$ cat config.mk
export PLATFORM = sky130hd
export DESIGN_NAME = packet_framer_crc16_top_flat
export DESIGN_NICKNAME = d
export VERILOG_FILES = /design/src/hw/rtl/pfc_pkg.sv /design/src/hw/rtl/pfc_in_if.sv /design/src/hw/rtl/pfc_out_if.sv /design/src/hw/rtl/pfc_regs.sv /design/src/hw/rtl/pfc_seq.sv /design/src/hw/rtl/packet_framer_crc16_top.sv /design/src/flat_wrapper.sv
export SDC_FILE = /design/constraint.sdc
export NUM_CORES = 1
export LEC_CHECK = 0
export BUFFER_PORTS_ARGS = -buffer_cell sky130_fd_sc_hd__buf_2
export CORE_ASPECT_RATIO = 1.25
export CORE_UTILIZATION = 50
export DETAILED_ROUTE_END_ITERATION = 16
export PLACE_DENSITY = 0.72
export SLEW_MARGIN = 20
export SYNTH_ARGS = -nofsm -noshare
export SYNTH_HDL_FRONTEND = slang
export SYNTH_HIERARCHICAL = 1
export SYNTH_SLANG_ARGS = --single-unit
$ cat constraint.sdc
create_clock -name clk -period 7.2 [get_ports clk]
set_clock_uncertainty 0.2 [all_clocks]
set_input_delay 1.44 -clock clk [delete_from_list [all_inputs] [get_ports clk]]
set_output_delay 1.44 -clock clk [all_outputs]
set_load 0.02 [all_outputs]
$ cat src/hw/rtl/pfc_pkg.sv
// Shared types, constants and the CRC byte update for the packet framer.
package pfc_pkg;

    localparam int unsigned POS_W = 6;
    localparam int unsigned HDR_IDX_W = 4;
    localparam int unsigned REG_IDX_W = 2;
    localparam int unsigned CFG_AW = 4;

    localparam logic [15:0] CRC_INIT = 16'hFFFF;
    localparam logic [15:0] CRC_POLY = 16'h1021;
    localparam logic [HDR_IDX_W-1:0] HDR_LAST = 4'd15;

    localparam logic [REG_IDX_W-1:0] REG_SENDER_ID = 2'd0;
    localparam logic [REG_IDX_W-1:0] REG_RECEIVER_ID = 2'd1;
    localparam logic [REG_IDX_W-1:0] REG_PACKET_NUMBER = 2'd2;
    localparam logic [REG_IDX_W-1:0] REG_MESSAGE_LENGTH = 2'd3;

    localparam logic [31:0] MESSAGE_LENGTH_RESET = 32'd46;

    typedef struct packed {
        logic [31:0] sender_id;
        logic [31:0] receiver_id;
        logic [31:0] packet_number;
        logic [31:0] message_length;
    } cfg_t;

    typedef enum logic [2:0] {
        ST_START,
        ST_HEADER,
        ST_BODY,
        ST_CRC_HI,
        ST_CRC_LO
    } seq_state_t;

    // CRC-16/CCITT-FALSE update by one byte, MSB first.
    function automatic logic [15:0] crc_feed(input logic [15:0] crc_in, input logic [7:0] data);
        logic [15:0] crc;
        crc = crc_in ^ {data, 8'h00};
        for (int k = 0; k < 8; k++)
        begin
            if (crc[15])
            begin
                crc = {crc[14:0], 1'b0} ^ CRC_POLY;
            end
            else
            begin
                crc = {crc[14:0], 1'b0};
            end
        end
        return crc;
    endfunction

endpackage

$ cat src/hw/rtl/pfc_in_if.sv
// Input channel carrying one payload byte per transfer.
interface pfc_in_if;
    logic       valid;
    logic       ready;
    logic [7:0] payload_byte;

    modport source (output valid, output payload_byte, input ready);
    modport sink (input valid, input payload_byte, output ready);
endinterface

$ cat src/hw/rtl/pfc_out_if.sv
// Output channel carrying one frame byte and its markers per transfer.
interface pfc_out_if;
    logic       valid;
    logic       ready;
    logic [7:0] frame_byte;
    logic       frame_end;
    logic       run_last;

    modport source (output valid, output frame_byte, output frame_end, output run_last,
                    input ready);
    modport sink (input valid, input frame_byte, input frame_end, input run_last,
                  output ready);
endinterface

$ cat src/hw/rtl/pfc_regs.sv
// APB configuration registers holding the four header words.
module pfc_regs
(
    input  logic                       clk,
    input  logic                       rst_n,
    input  logic                       psel,
    input  logic                       penable,
    input  logic                       pwrite,
    input  logic [pfc_pkg::CFG_AW-1:0] paddr,
    input  logic [31:0]                pwdata,
    output logic [31:0]                prdata,
    output logic                       pready,
    output pfc_pkg::cfg_t              cfg
);

    pfc_pkg::cfg_t                   cfg_reg;
    logic [pfc_pkg::REG_IDX_W-1:0]   reg_idx;
    logic                            wr_en;

    assign reg_idx = paddr[pfc_pkg::CFG_AW-1:2];
    assign pready = 1'b1;
    assign wr_en = psel && penable && pwrite;
    assign cfg = cfg_reg;

    always_ff @(posedge clk or negedge rst_n)
    begin
        if (!rst_n)
        begin
            cfg_reg.sender_id <= '0;
            cfg_reg.receiver_id <= '0;
            cfg_reg.packet_number <= '0;
            cfg_reg.message_length <= pfc_pkg::MESSAGE_LENGTH_RESET;
        end
        else if (wr_en)
        begin
            case (reg_idx)
                pfc_pkg::REG_SENDER_ID:      cfg_reg.sender_id <= pwdata;
                pfc_pkg::REG_RECEIVER_ID:    cfg_reg.receiver_id <= pwdata;
                pfc_pkg::REG_PACKET_NUMBER:  cfg_reg.packet_number <= pwdata;
                pfc_pkg::REG_MESSAGE_LENGTH: cfg_reg.message_length <= pwdata;
                default:                     cfg_reg.sender_id <= cfg_reg.sender_id;
            endcase
        end
    end

    always_comb
    begin
        case (reg_idx)
            pfc_pkg::REG_SENDER_ID:      prdata = cfg_reg.sender_id;
            pfc_pkg::REG_RECEIVER_ID:    prdata = cfg_reg.receiver_id;
            pfc_pkg::REG_PACKET_NUMBER:  prdata = cfg_reg.packet_number;
            pfc_pkg::REG_MESSAGE_LENGTH: prdata = cfg_reg.message_length;
            default:                     prdata = '0;
        endcase
    end

endmodule

$ cat src/hw/rtl/pfc_seq.sv
// Input register, frame sequencer with running CRC, and output register.
module pfc_seq
#(
    parameter int unsigned PAYLOAD_BYTES = 46
)
(
    input  logic            clk,
    input  logic            rst_n,
    input  pfc_pkg::cfg_t   cfg,
    pfc_in_if.sink          in_ch,
    pfc_out_if.source       out_ch
);

    localparam int unsigned FRAME_LEN = (PAYLOAD_BYTES < 2) ? 2 :
                                        ((PAYLOAD_BYTES > 63) ? 63 : PAYLOAD_BYTES);
    localparam logic [pfc_pkg::POS_W-1:0] LAST_POS = pfc_pkg::POS_W'(FRAME_LEN - 1);

    pfc_pkg::seq_state_t              state_reg, state_next;
    logic                             item_valid_reg;
    logic [7:0]                       item_byte_reg;
    logic [pfc_pkg::POS_W-1:0]        pos_reg;
    logic [pfc_pkg::HDR_IDX_W-1:0]    hdr_idx_reg;
    logic [15:0]                      crc_reg;
    logic                             out_valid_reg;
    logic [7:0]                       out_byte_reg;
    logic                             out_end_reg;
    logic                             out_last_reg;

    logic                             emit_ok;
    logic                             item_last;
    logic                             frame_start;
    logic [pfc_pkg::HDR_IDX_W-1:0]    hdr_sel;
    logic [31:0]                      hdr_word;
    logic [7:0]                       hdr_byte;

    logic                             emit;
    logic                             consume;
    logic                             feed;
    logic                             feed_from_init;
    logic [7:0]                       emit_byte;
    logic                             emit_end;
    logic                             emit_last;
    logic [15:0]                      crc_base;

    assign emit_ok = !out_valid_reg || out_ch.ready;
    assign item_last = (pos_reg == LAST_POS);
    assign frame_start = (pos_reg == '0);
    assign in_ch.ready = !item_valid_reg || consume;

    assign out_ch.valid = out_valid_reg;
    assign out_ch.frame_byte = out_byte_reg;
    assign out_ch.frame_end = out_end_reg;
    assign out_ch.run_last = out_last_reg;

    // Header byte 0 goes out in the start state; the rest come from the index.
    assign hdr_sel = (state_reg == pfc_pkg::ST_START) ? '0 : hdr_idx_reg;

    always_comb
    begin
        case (hdr_sel[3:2])
            pfc_pkg::REG_SENDER_ID:      hdr_word = cfg.sender_id;
            pfc_pkg::REG_RECEIVER_ID:    hdr_word = cfg.receiver_id;
            pfc_pkg::REG_PACKET_NUMBER:  hdr_word = cfg.packet_number;
            pfc_pkg::REG_MESSAGE_LENGTH: hdr_word = cfg.message_length;
            default:                     hdr_word = '0;
        endcase
    end

    always_comb
    begin
        case (hdr_sel[1:0])
            2'd0:    hdr_byte = hdr_word[31:24];
            2'd1:    hdr_byte = hdr_word[23:16];
            2'd2:    hdr_byte = hdr_word[15:8];
            2'd3:    hdr_byte = hdr_word[7:0];
            default: hdr_byte = hdr_word[7:0];
        endcase
    end

    always_comb
    begin
        state_next = state_reg;
        case (state_reg)
            pfc_pkg::ST_START:
            begin
                if (item_valid_reg && emit_ok)
                begin
                    if (frame_start)
                    begin
                        state_next = pfc_pkg::ST_HEADER;
                    end
                    else if (item_last)
                    begin
                        state_next = pfc_pkg::ST_CRC_HI;
                    end
                end
            end
            pfc_pkg::ST_HEADER:
            begin
                if (emit_ok && (hdr_idx_reg == pfc_pkg::HDR_LAST))
                begin
                    state_next = pfc_pkg::ST_BODY;
                end
            end
            pfc_pkg::ST_BODY:
            begin
                if (emit_ok)
                begin
                    state_next = item_last ? pfc_pkg::ST_CRC_HI : pfc_pkg::ST_START;
                end
            end
            pfc_pkg::ST_CRC_HI:
            begin
                if (emit_ok)
                begin
                    state_next = pfc_pkg::ST_CRC_LO;
                end
            end
            pfc_pkg::ST_CRC_LO:
            begin
                if (emit_ok)
                begin
                    state_next = pfc_pkg::ST_START;
                end
            end
            default:
            begin
                state_next = pfc_pkg::ST_START;
            end
        endcase
    end

    always_comb
    begin
        emit = 1'b0;
        consume = 1'b0;
        feed = 1'b0;
        feed_from_init = 1'b0;
        emit_byte = item_byte_reg;
        emit_end = 1'b0;
        emit_last = 1'b0;
        case (state_reg)
            pfc_pkg::ST_START:
            begin
                if (item_valid_reg)
                begin
                    emit = emit_ok;
                    feed = emit_ok;
                    if (frame_start)
                    begin
                        emit_byte = hdr_byte;
                        feed_from_init = 1'b1;
                    end
                    else
                    begin
                        consume = emit_ok;
                        emit_last = !item_last;
                    end
                end
            end
            pfc_pkg::ST_HEADER:
            begin
                emit = emit_ok;
                feed = emit_ok;
                emit_byte = hdr_byte;
            end
            pfc_pkg::ST_BODY:
            begin
                emit = emit_ok;
                feed = emit_ok;
                consume = emit_ok;
                emit_last = !item_last;
            end
            pfc_pkg::ST_CRC_HI:
            begin
                emit = emit_ok;
                emit_byte = crc_reg[15:8];
            end
            pfc_pkg::ST_CRC_LO:
            begin
                emit = emit_ok;
                emit_byte = crc_reg[7:0];
                emit_end = 1'b1;
                emit_last = 1'b1;
            end
            default:
            begin
                emit = 1'b0;
            end
        endcase
    end

    assign crc_base = feed_from_init ? pfc_pkg::CRC_INIT : crc_reg;

    always_ff @(posedge clk or negedge rst_n)
    begin
        if (!rst_n)
        begin
            state_reg <= pfc_pkg::ST_START;
            item_valid_reg <= 1'b0;
            pos_reg <= '0;
            hdr_idx_reg <= '0;
            crc_reg <= pfc_pkg::CRC_INIT;
            out_valid_reg <= 1'b0;
        end
        else
        begin
            state_reg <= state_next;

            if (in_ch.valid && in_ch.ready)
            begin
                item_valid_reg <= 1'b1;
            end
            else if (consume)
            begin
                item_valid_reg <= 1'b0;
            end

            if (consume)
            begin
                pos_reg <= item_last ? '0 : pos_reg + 1'b1;
            end

            if (emit && (state_reg == pfc_pkg::ST_START) && frame_start)
            begin
                hdr_idx_reg <= pfc_pkg::HDR_IDX_W'(1);
            end
            else if (emit && (state_reg == pfc_pkg::ST_HEADER))
            begin
                hdr_idx_reg <= hdr_idx_reg + 1'b1;
            end

            if (feed)
            begin
                crc_reg <= pfc_pkg::crc_feed(crc_base, emit_byte);
            end
            else if (emit && (state_reg == pfc_pkg::ST_CRC_LO))
            begin
                crc_reg <= pfc_pkg::CRC_INIT;
            end

            if (emit_ok)
            begin
                out_valid_reg <= emit;
            end
        end
    end

    always_ff @(posedge clk)
    begin
        if (in_ch.valid && in_ch.ready)
        begin
            item_byte_reg <= in_ch.payload_byte;
        end
        if (emit)
        begin
            out_byte_reg <= emit_byte;
            out_end_reg <= emit_end;
            out_last_reg <= emit_last;
        end
    end

endmodule

$ cat src/hw/rtl/packet_framer_crc16_top.sv
// Top level of the packet framer with CRC-16 trailer.
//
// Payload bytes arrive one per transfer on in_ch; frame bytes leave one per
// transfer on out_ch with frame_end on the low CRC byte and run_last on the
// final output byte caused by each input byte. The APB port sets the four
// header words; it should be written only while no frame byte is pending.
// A frame is 16 header bytes, the payload bytes and two CRC bytes.
// Every output byte passes through one sequencer step, so the block emits
// at most one byte per cycle: the first payload byte of a frame is preceded
// by the 16 header bytes, a middle byte gives only itself, and the last
// byte is followed by the CRC high and low bytes.
// The first output byte caused by an input transfer passes through the input
// register, then the output register, and leaves when the receiver takes it.
// A new payload byte is taken while the previous one is being sent out.
// When the receiver stalls, the output register holds its byte and the
// sequencer waits; the input register then fills and in_ch.ready drops.
// Reset empties both registers, clears the byte position, loads the CRC
// with 0xFFFF and sets message_length to 46, the other header words to 0.
module packet_framer_crc16_top
#(
    parameter int unsigned PAYLOAD_BYTES = 46
)
(
    input  logic                       clk,
    input  logic                       rst_n,
    pfc_in_if.sink                     in_ch,
    pfc_out_if.source                  out_ch,
    input  logic                       psel,
    input  logic                       penable,
    input  logic                       pwrite,
    input  logic [pfc_pkg::CFG_AW-1:0] paddr,
    input  logic [31:0]                pwdata,
    output logic [31:0]                prdata,
    output logic                       pready
);

    pfc_pkg::cfg_t cfg;

    pfc_regs u_regs
    (
        .clk     (clk),
        .rst_n   (rst_n),
        .psel    (psel),
        .penable (penable),
        .pwrite  (pwrite),
        .paddr   (paddr),
        .pwdata  (pwdata),
        .prdata  (prdata),
        .pready  (pready),
        .cfg     (cfg)
    );

    pfc_seq
    #(
        .PAYLOAD_BYTES (PAYLOAD_BYTES)
    )
    u_seq
    (
        .clk    (clk),
        .rst_n  (rst_n),
        .cfg    (cfg),
        .in_ch  (in_ch),
        .out_ch (out_ch)
    );

endmodule
$ cat src/flat_wrapper.sv
// flat-port wrapper written by rule: the top's interface ports become plain ports
module packet_framer_crc16_top_flat 
#(
    parameter int unsigned PAYLOAD_BYTES = 46
)
  (clk, rst_n, psel, penable, pwrite, paddr, pwdata, prdata, pready, in_ch_valid, in_ch_payload_byte, in_ch_ready, out_ch_valid, out_ch_frame_byte, out_ch_frame_end, out_ch_run_last, out_ch_ready);
  pfc_in_if in_ch_i ();
  pfc_out_if out_ch_i ();
  input  logic clk;
  input  logic rst_n;
  input  logic psel;
  input  logic penable;
  input  logic pwrite;
  input  logic [pfc_pkg::CFG_AW-1:0] paddr;
  input  logic [31:0] pwdata;
  output logic [31:0] prdata;
  output logic pready;
  input wire logic [$bits(in_ch_i.valid)-1:0] in_ch_valid;
  input wire logic [$bits(in_ch_i.payload_byte)-1:0] in_ch_payload_byte;
  output wire logic [$bits(in_ch_i.ready)-1:0] in_ch_ready;
  output wire logic [$bits(out_ch_i.valid)-1:0] out_ch_valid;
  output wire logic [$bits(out_ch_i.frame_byte)-1:0] out_ch_frame_byte;
  output wire logic [$bits(out_ch_i.frame_end)-1:0] out_ch_frame_end;
  output wire logic [$bits(out_ch_i.run_last)-1:0] out_ch_run_last;
  input wire logic [$bits(out_ch_i.ready)-1:0] out_ch_ready;
  assign in_ch_i.valid = in_ch_valid;
  assign in_ch_i.payload_byte = in_ch_payload_byte;
  assign in_ch_ready = in_ch_i.ready;
  assign out_ch_valid = out_ch_i.valid;
  assign out_ch_frame_byte = out_ch_i.frame_byte;
  assign out_ch_frame_end = out_ch_i.frame_end;
  assign out_ch_run_last = out_ch_i.run_last;
  assign out_ch_i.ready = out_ch_ready;
  packet_framer_crc16_top #(.PAYLOAD_BYTES(PAYLOAD_BYTES)) u_core (.clk(clk), .rst_n(rst_n), .in_ch(in_ch_i), .out_ch(out_ch_i), .psel(psel), .penable(penable), .pwrite(pwrite), .paddr(paddr), .pwdata(pwdata), .prdata(prdata), .pready(pready));
endmodule
# Word-level counts from Yosys, hierarchy flattened
# Index checks and enable logic that the tools add are counted.
# word_totals
reg_bits	177
in_bits	51
output_inout_bits	45
wordCells	127
# classes
n_addsub	2
eq_ne	21
mux	52
bitwise	9
reduce_logical	29
# op_table
op	count
$pmux W32 S4	2
$mux W16	10
$mux W13	8
$pmux W8 S4	2
$not A3 Y3	8
$mux W3	7
$mux W8	2
$xor A16 B16 Y16	1
$pmux W3 S5	1
$eq A2 B2 Y1 const B	6
$mux W4	3
$mux W1	11
$ne A2 B2 Y1 const B	5
$logic_and A1 B1 Y1	9
$reduce_and A2 Y1	4
$add A6 B1 Y6 const B	1
$eq A2 B1 Y1 const B	3
$eq A3 B2 Y1 const B	2
$eq A6 B6 Y1 const B	1
$logic_not A2 Y1	3
$logic_not A6 Y1	1
$mux W6	1
$pmux W1 S2	3
$reduce_and A6 Y1	1
13 further kinds	18

# Longest topological paths before layout
# Gate-level depths: netlist of run 1.
# depth
ltp_word	33
ltp_mapped	12

# Cells and area by module
# The synthesis of run 1 kept the hierarchy.
# by_module_without_submodules
module	n_inst	cells_per_inst	area_each_um2
pfc_regs	1	319	5664.2
pfc_seq	1	490	4415.5

# Worst setup path before layout of run 1
# OpenSTA, ideal clock, no wires.
# synth_timing
path_type	input to output
startpoint	input paddr[2] (netlist name)
endpoint	output prdata[0]
arrival_time_ns	2.481
required_time_ns	5.560
setup_slack_ns	3.079
path_stages	3
path_buffers	2
cell_sequence	buf_4 > buf_2 > mux4_2
# synth_between
elab_chain_cells	2
# synth_rtl
item	line	text
start: declaration	flat_wrapper.sv:14	input logic [pfc_pkg::CFG_AW-1:0] paddr;
$eq A2 B2 Y1 (tied with other cells)	pfc_regs.sv:48	case (reg_idx)
$pmux W32 S4 (*)	pfc_regs.sv:48	
end: declaration	flat_wrapper.sv:16	output logic [31:0] prdata;
# Mark *: on every way between the ends. The rest lies on a longest branch, timed or not.

# Worst setup path after layout of run 1
# layout_timing
startpoint	input paddr[2] (netlist name)
endpoint	output prdata[31]
# The elaborated chain is that of the path after synthesis.

==> impl_metrics.env, run 1 <==
export IMPL_worst_slack_ns=2.31
export IMPL_netlist_top_cells_count="dfrtp_1 (139), mux2_2 (101), nor2_1 (60)"
export IMPL_core_mm2=0.0196
export IMPL_cts_max_level=4
export IMPL_first_pass_iters=5
export IMPL_cap_violations=0
export IMPL_area_growth_syn_to_layout_pct=12.1
export IMPL_die_area_mm2=0.0207
export IMPL_gr_usage_met2_pct=41.0
export IMPL_clk_insertion_delay_late_ns=0.44
export IMPL_cp_end_kind="output pin"
export IMPL_ys_warn_count=6
export IMPL_grt_pass1_wl_um=39600
export IMPL_cts_tree="yes"
export IMPL_syn_area_per_cell_um2=12.5
export IMPL_antenna_found_initial=1
export IMPL_drt_drc_violations_left=0
export IMPL_tns_ns=0
export IMPL_viasPerCell=6.09
export IMPL_r2r_slack_ns=3.30
export IMPL_nets=929
export IMPL_rows=57
export IMPL_crit_buf_inv=3
export IMPL_final_layout_size_suffix_gt1_share_pct=39.8
export IMPL_worstMarginPinSlew_ns=1.07
export IMPL_synth_seq_cells=177
export IMPL_dr_total_vias=7027
export IMPL_die_width_um=129
export IMPL_slew_violations=0
export IMPL_start_kind="input pin"
export IMPL_initialDrtViolationCount=538
export IMPL_peakVddDrop_mv=0.217
export IMPL_setup_violations=0
export IMPL_ys_dominant_reg_cell="dfrtp_1"
export IMPL_power_w=0.00529
export IMPL_synth_seq_area_share_pct=45.1
export IMPL_grt_util_met3_pct=4.76
export IMPL_syn_cell_area_mm2=0.0101
export IMPL_die_y_um=161
export IMPL_portBuffers=92
export IMPL_wl_um=25000
export IMPL_hold_start="u_core/u_seq/crc_reg[1]"
export IMPL_cts_hold_buf=0
export IMPL_gr_total_overflow=0
export IMPL_finalHoldViolCount=0
export IMPL_ant_nets=0
export IMPL_largest_reg_flops=128
export IMPL_path_delay_family="buffers and inverters"
export IMPL_holdPathEnd="u_core/u_seq/crc_reg[1]"
export IMPL_placed_cells=1120
export IMPL_synth_edff_count=18
export IMPL_dp_hpwl_um=16300
export IMPL_grtUsageMet1_pct=33.9
export IMPL_grt_start_max_net_pins=107
export IMPL_critical_path_most_common_cell="buf_2"
export IMPL_status="completed"
export IMPL_worstReg2RegStart="u_core/u_seq/hdr_idx_reg[2]"
export IMPL_finalCriticalPeriod_ns=4.89
export IMPL_clock_path_buffers=2
export IMPL_leakagePower_nw=4.80
export IMPL_worst_ep_required_time_ns=5.56
export IMPL_ys_top_cells_by_area="dfrtp_1 (35%), mux2_2 (11%), mux4_2 (8.9%)"
export IMPL_grt_pass1_vias=7052
export IMPL_clock_sinks=177
export IMPL_fmaxAchievable_mhz=204
export IMPL_cp_cell_sequence="buf_2, buf_4, mux4_2, buf_2"
export IMPL_timing_hold_ws_ns=0.313
export IMPL_ios=96
export IMPL_grt_usage_pct=25.3
export IMPL_ff2ff_path_depth=8
export IMPL_crit_type="input pin to output pin"
export IMPL_post_cts_resized_instances=0
export IMPL_slew_headroom_pct=28.3
export IMPL_yosys_area_top_type="dfrtp_1"
export IMPL_wire_per_inst_um=21.7
export IMPL_postCtsSetupBuffers=0
export IMPL_path_clk_slew_ns=0.07
export IMPL_synth_most_common_cell="dfrtp_1"
export IMPL_final_cells=1154
export IMPL_synth_top_area_share_pct=34.5
export IMPL_finalCritPeriodShare_pct=67.9
export IMPL_power_density_mw_per_mm2=468
export IMPL_crit_arrival_ns=3.25
export IMPL_numCtsBuffers=17
export IMPL_min_path_type="flip-flop to flip-flop"
export IMPL_crit_fanout=21
export IMPL_root_buffer="clkbuf_16"
export IMPL_cpPeakStageDelay_ns=0.59
export IMPL_cp_startpoint="paddr[2]"
export IMPL_slowest_stage="buf_2"
export IMPL_gp_routability_congestion=0.850
export IMPL_busiest_layer="met2"
export IMPL_r2r_end="u_core/u_seq/crc_reg[6]"
export IMPL_synth_cell_types=79
export IMPL_place_ws_ns=2.25
export IMPL_initial_core_util_pct=51.4
export IMPL_async_flop_share_pct=89.8
export IMPL_synthCells=809
export IMPL_syn_nets=864
export IMPL_grt_setup_unrepaired="false"
export IMPL_hold_depth=2
==> tightest hold or removal path, delay by kind of cell (launching register included) <==
kind,cells,cell delay (ns)
compound gates,1,0.04
flops,1,0.38
simple gates,1,0.09
==> through the flow <==
| stage | utilization, % | instance area [µm²] |
|---|---|---|
| floorplan | - | 10100 |
| global placement | 54.5 | 10700 |
| detailed placement | 54.5 | 10700 |
| CTS | 57.6 | 11300 |
| global route | 57.6 | 11300 |
| finish | 57.6 | 11300 |
==> placed cells by master, fill, tap and decap left out, drive strengths merged, types with 6 or more instances in the layout <==
cell,instances
a211oi,6
a21oi,20
a221oi,6
a22oi,8
a31oi,14
buf,103
clkbuf,19
clkinv,6
dfrtp,139
dfstp,20
edfxtp,18
inv,31
mux2,139
mux2i,27
mux4,40
nand2,28
nand2b,8
nand3,11
nor2,60
nor3,16
o21ai,26
o221ai,6
o22a,7
o22ai,12
xnor2,18
xor2,6
==> where the power goes <==
group          switching, W  internal [W]
registers          0.000341       0.00138
clock network      0.000460      0.000478
logic               0.00138       0.00125
==> per-layer routing <==
metal / vias to the layer above / wire [µm]
met5: - / 0
met4: 0 / 630
met3: 36 / 1290
met2: 236 / 12500
met1: 3588 / 10600
li1: 3167 / -
==> cell families (layout without fill, tap and decap cells) <==
kind of cell | Yosys count | count (layout) | share of synthesized area, %
simple gates | 165 | 165 | 8.66
fa+ha+maj | 4 | 4 | 0.497
buf+inv | 82 | 160 | 3.90
mux | 206 | 206 | 28.3
compound gates | 145 | 145 | 10.4
other cells | 1 | 3 | 0.0372
xor+xnor | 29 | 29 | 3.20
flops | 177 | 177 | 45.1
==> how the worst max path moves through the flow <==
stage	cells after the start	end	slack (ns)
3_5_place_dp	4	prdata[31]	2.25
4_1_cts	4	prdata[31]	2.24
2_1_floorplan	3	prdata[0]	3.08
3_3_place_gp	4	prdata[31]	2.24
6_report	4	prdata[31]	2.31
5_1_grt	4	prdata[31]	2.15
==> final cells by class <==
| class | count | area (µm²) |
|---|---|---|
| inverters | 24 | 90.1 |
| multi-input cells | 550 | 5160 |
| clock buffers | 18 | 439 |
| repair buffers | 104 | 559 |
| diodes | 2 | 5.00 |
| fillers | 1580 | 8320 |
| flip-flops and latches | 177 | 4550 |
| clock inverters | 14 | 164 |
| well taps | 265 | 332 |
(Power assumes the default switching activity.)
==> run 2, diff against run 1 <==
Settings changed: ABC_AREA from default to 1.
Clock period 7.2 ns to 4.6 ns, I/O delays scaled along.
==> run 2 against run 1 <==
Against the previous run: non-clock buffer count is 6 higher; worst hold slack lost 0.035 ns; critical endpoint is now in_ch_ready; first-iteration DRC count grew 130%; power increased by 41%; sequential power is 45% higher; final cell count up 54%; utilization shrank 1.1 points; final area up 0.83%.
==> impl_metrics.env, run 2 <==
export IMPL_synth_compound_area_share_pct=6.64
export IMPL_antenna_found_initial=0
export IMPL_synth_top_family_by_area="simple AND/OR/NAND/NOR gates"
export IMPL_numCtsBuffers=17
export IMPL_clock_path_buffers=2
export IMPL_finalCriticalPeriod_ns=3.71
export IMPL_grt_pass1_vias=9701
export IMPL_fill_cells=1988
export IMPL_layout_commonest_cell="nand2_1"
export IMPL_initial_core_util_pct=51.1
export IMPL_first_pass_iters=8
export IMPL_leakagePower_nw=5.79
export IMPL_slew_violations=0
export IMPL_die_y_um=162
export IMPL_initialDrtViolationCount=1250
export IMPL_final_layout_size_suffix_gt1_share_pct=14.4
export IMPL_min_path_type="flip-flop to flip-flop"
export IMPL_final_cells=1782
export IMPL_worst_ep_required_time_ns=3.48
export IMPL_nets=1553
export IMPL_peakVddDrop_mv=0.357
export IMPL_slew_headroom_pct=21.8
export IMPL_area_growth_syn_to_layout_pct=10.5
export IMPL_clk_insertion_delay_late_ns=0.44
export IMPL_grt_usage_pct=31.3
export IMPL_synth_top_area_share_pct=33.8
export IMPL_setup_violations=0
export IMPL_ff2ff_path_depth=15
export IMPL_syn_nets=1500
export IMPL_syn_cell_area_mm2=0.0103
export IMPL_synth_seq_cells=177
export IMPL_clock_sinks=177
export IMPL_drt_drc_violations_left=0
export IMPL_path_clk_slew_ns=0.07
export IMPL_netlist_top_cells_count="nand2_1 (611), nand3_1 (185), dfrtp_1 (139)"
export IMPL_largest_reg_flops=128
export IMPL_muxShareOfSynthArea_pct=0
export IMPL_finalCritPeriodShare_pct=80.7
export IMPL_grt_setup_unrepaired="false"
export IMPL_worstMarginPinSlew_ns=1.17
export IMPL_finalHoldViolCount=0
export IMPL_hold_depth=2
export IMPL_viasPerCell=5.73
export IMPL_dp_hpwl_um=19600
export IMPL_final_cell_mix="nand2_1 (611), nand3_1 (185), dfrtp_1 (138)"
export IMPL_tns_ns=0
export IMPL_status="completed"
export IMPL_cts_max_level=4
export IMPL_synth_seq_area_share_pct=44.1
export IMPL_wire_per_inst_um=18.0
export IMPL_ios=96
export IMPL_root_buffer="clkbuf_16"
export IMPL_die_area_mm2=0.0212
export IMPL_synth_edff_count=18
export IMPL_yosys_area_top_type="dfrtp_1"
export IMPL_synth_fa_ha_area_share_pct=0.486
export IMPL_gp_routability_congestion=0.901
export IMPL_ys_dominant_reg_cell="dfrtp_1"
export IMPL_syn_area_per_cell_um2=7.13
export IMPL_grt_pass1_wl_um=50800
export IMPL_timing_hold_ws_ns=0.277
export IMPL_power_density_mw_per_mm2=654
export IMPL_start_kind="flip-flop"
export IMPL_cap_violations=0
export IMPL_crit_fanout=77
export IMPL_die_width_um=130
export IMPL_crit_arrival_ns=2.59
export IMPL_synth_simple_area_share_pct=40.0
export IMPL_stdcell_area_mm2=0.0114
export IMPL_grt_start_max_net_pins=85
export IMPL_synth_most_common_cell="nand2_1"
export IMPL_wl_um=32000
export IMPL_crit_type="flip-flop to output pin"
export IMPL_fmaxAchievable_mhz=270
export IMPL_postCtsSetupBuffers=0
export IMPL_ys_top_cells_by_area="dfrtp_1 (34%), nand2_1 (22%), nand3_1 (9.0%)"
export IMPL_ys_warn_count=6
export IMPL_portBuffers=92
export IMPL_placed_cells=1749
export IMPL_cp_end_kind="output pin"
export IMPL_gr_total_overflow=0
export IMPL_synth_cell_types=43
export IMPL_placed_area_mm2=0.0108
export IMPL_rows=58
export IMPL_cts_hold_buf=0
export IMPL_dr_total_vias=10200
export IMPL_power_w=0.00745
export IMPL_synth_xor_area_share_pct=0.0850
export IMPL_post_cts_resized_instances=0
export IMPL_core_mm2=0.0202
export IMPL_ant_nets=0
export IMPL_synthCells=1445
export IMPL_async_flop_share_pct=89.8
export IMPL_cts_tree="yes"
[run 2: cell types whose count changed in the layout (fill, tap and decap cells not counted), moves of 18 or more]
| cell | before | now |
|---|---|---|
| nand2_1 | 27 | 611 |
| nand3_1 | 11 | 185 |
| mux2_2 | 101 | 0 |
| inv_1 | 22 | 107 |
| nand4_1 | 4 | 78 |
| mux4_2 | 40 | 0 |
| nor2_1 | 59 | 26 |
| mux2_4 | 30 | 0 |
| o21ai_1 | 1 | 30 |
| mux2i_1 | 27 | 0 |
| a21oi_1 | 20 | 43 |
| xnor2_1 | 18 | 0 |
[run 2: report_power, final]
part	switching [W]	leakage (nW)	internal [W]
logic	0.00248	3.36	0.00103
clock network	0.000662	0.279	0.000770
registers	0.000390	2.14	0.00212
[run 2: cell families (layout without fill, tap and decap cells)]
logic type / count (synthesis) / after routing
AND/OR/NAND/NOR: 944 / 944
adder cells (fa/ha/maj): 4 / 4
flip-flops: 177 / 177
XOR/XNOR: 1 / 1
other: 1 / 2
buffers and inverters: 197 / 263
AO/OA/AOI/OAI: 121 / 121
[run 2: path summary, 6_finish.rpt]
| path | start | to | slack [ns] |
|---|---|---|---|
| worst max-delay path | u_core/u_seq/state_reg[1] | in_ch_ready | 0.89 |
| worst min-delay path | u_core/u_regs/cfg[1] | u_core/u_regs/cfg[1] | 0.28 |
| worst max register to register | u_core/u_seq/hdr_idx_reg[3] | u_core/u_seq/crc_reg[13] | 0.91 |
| worst min register to register | u_core/u_regs/cfg[1] | u_core/u_regs/cfg[1] | 0.28 |
| max in group asynchronous | rst_n | u_core/u_regs/cfg[5] | 2.89 |
| min in group asynchronous | rst_n | u_core/u_regs/cfg[118] | 0.35 |
[run 2: cell type report]
class | count | area [µm²] | area share, %
repair buffers | 110 | 602 | 5.28
clock inverters | 13 | 126 | 1.11
well taps | 270 | 338 | 2.97
clock buffers | 19 | 443 | 3.89
inverters | 121 | 462 | 4.05
multi-input cells | 1071 | 4870 | 42.8
flip-flops and latches | 177 | 4550 | 39.9
diodes | 1 | 2.50 | 0.0220
[run 2: layer usage]
| layer | wire, µm | up-vias | track usage (%) |
|---|---|---|---|
| met4 | 1160 | 0 | 13.8 |
| li1 | - | 4820 | - |
| met1 | 12700 | 4752 | 39.9 |
| met3 | 2730 | 91 | 5.39 |
| met5 | 0 | - | 0 |
| met2 | 15400 | 540 | 52.0 |
[run 2: worst max-delay path, cell delays in order (launching register included)]
cell and delay [ns]:
dfrtp_1 0.50, inv_4 0.21, nand2_8 0.34, nor3_2 0.32, inv_1 0.11, o22ai_2 0.26, inv_1 0.13, nand2_1 0.11
buf_2 0.17
[run 2: through the flow]
step | util [%] | setup WS [ns]
after floorplan | - | 1.69
after global routing | 56.4 | 0.670
after detailed placement | 53.6 | 1.05
after CTS | 56.4 | 0.904
final | 56.5 | 0.889
after global placement | 53.6 | 1.10
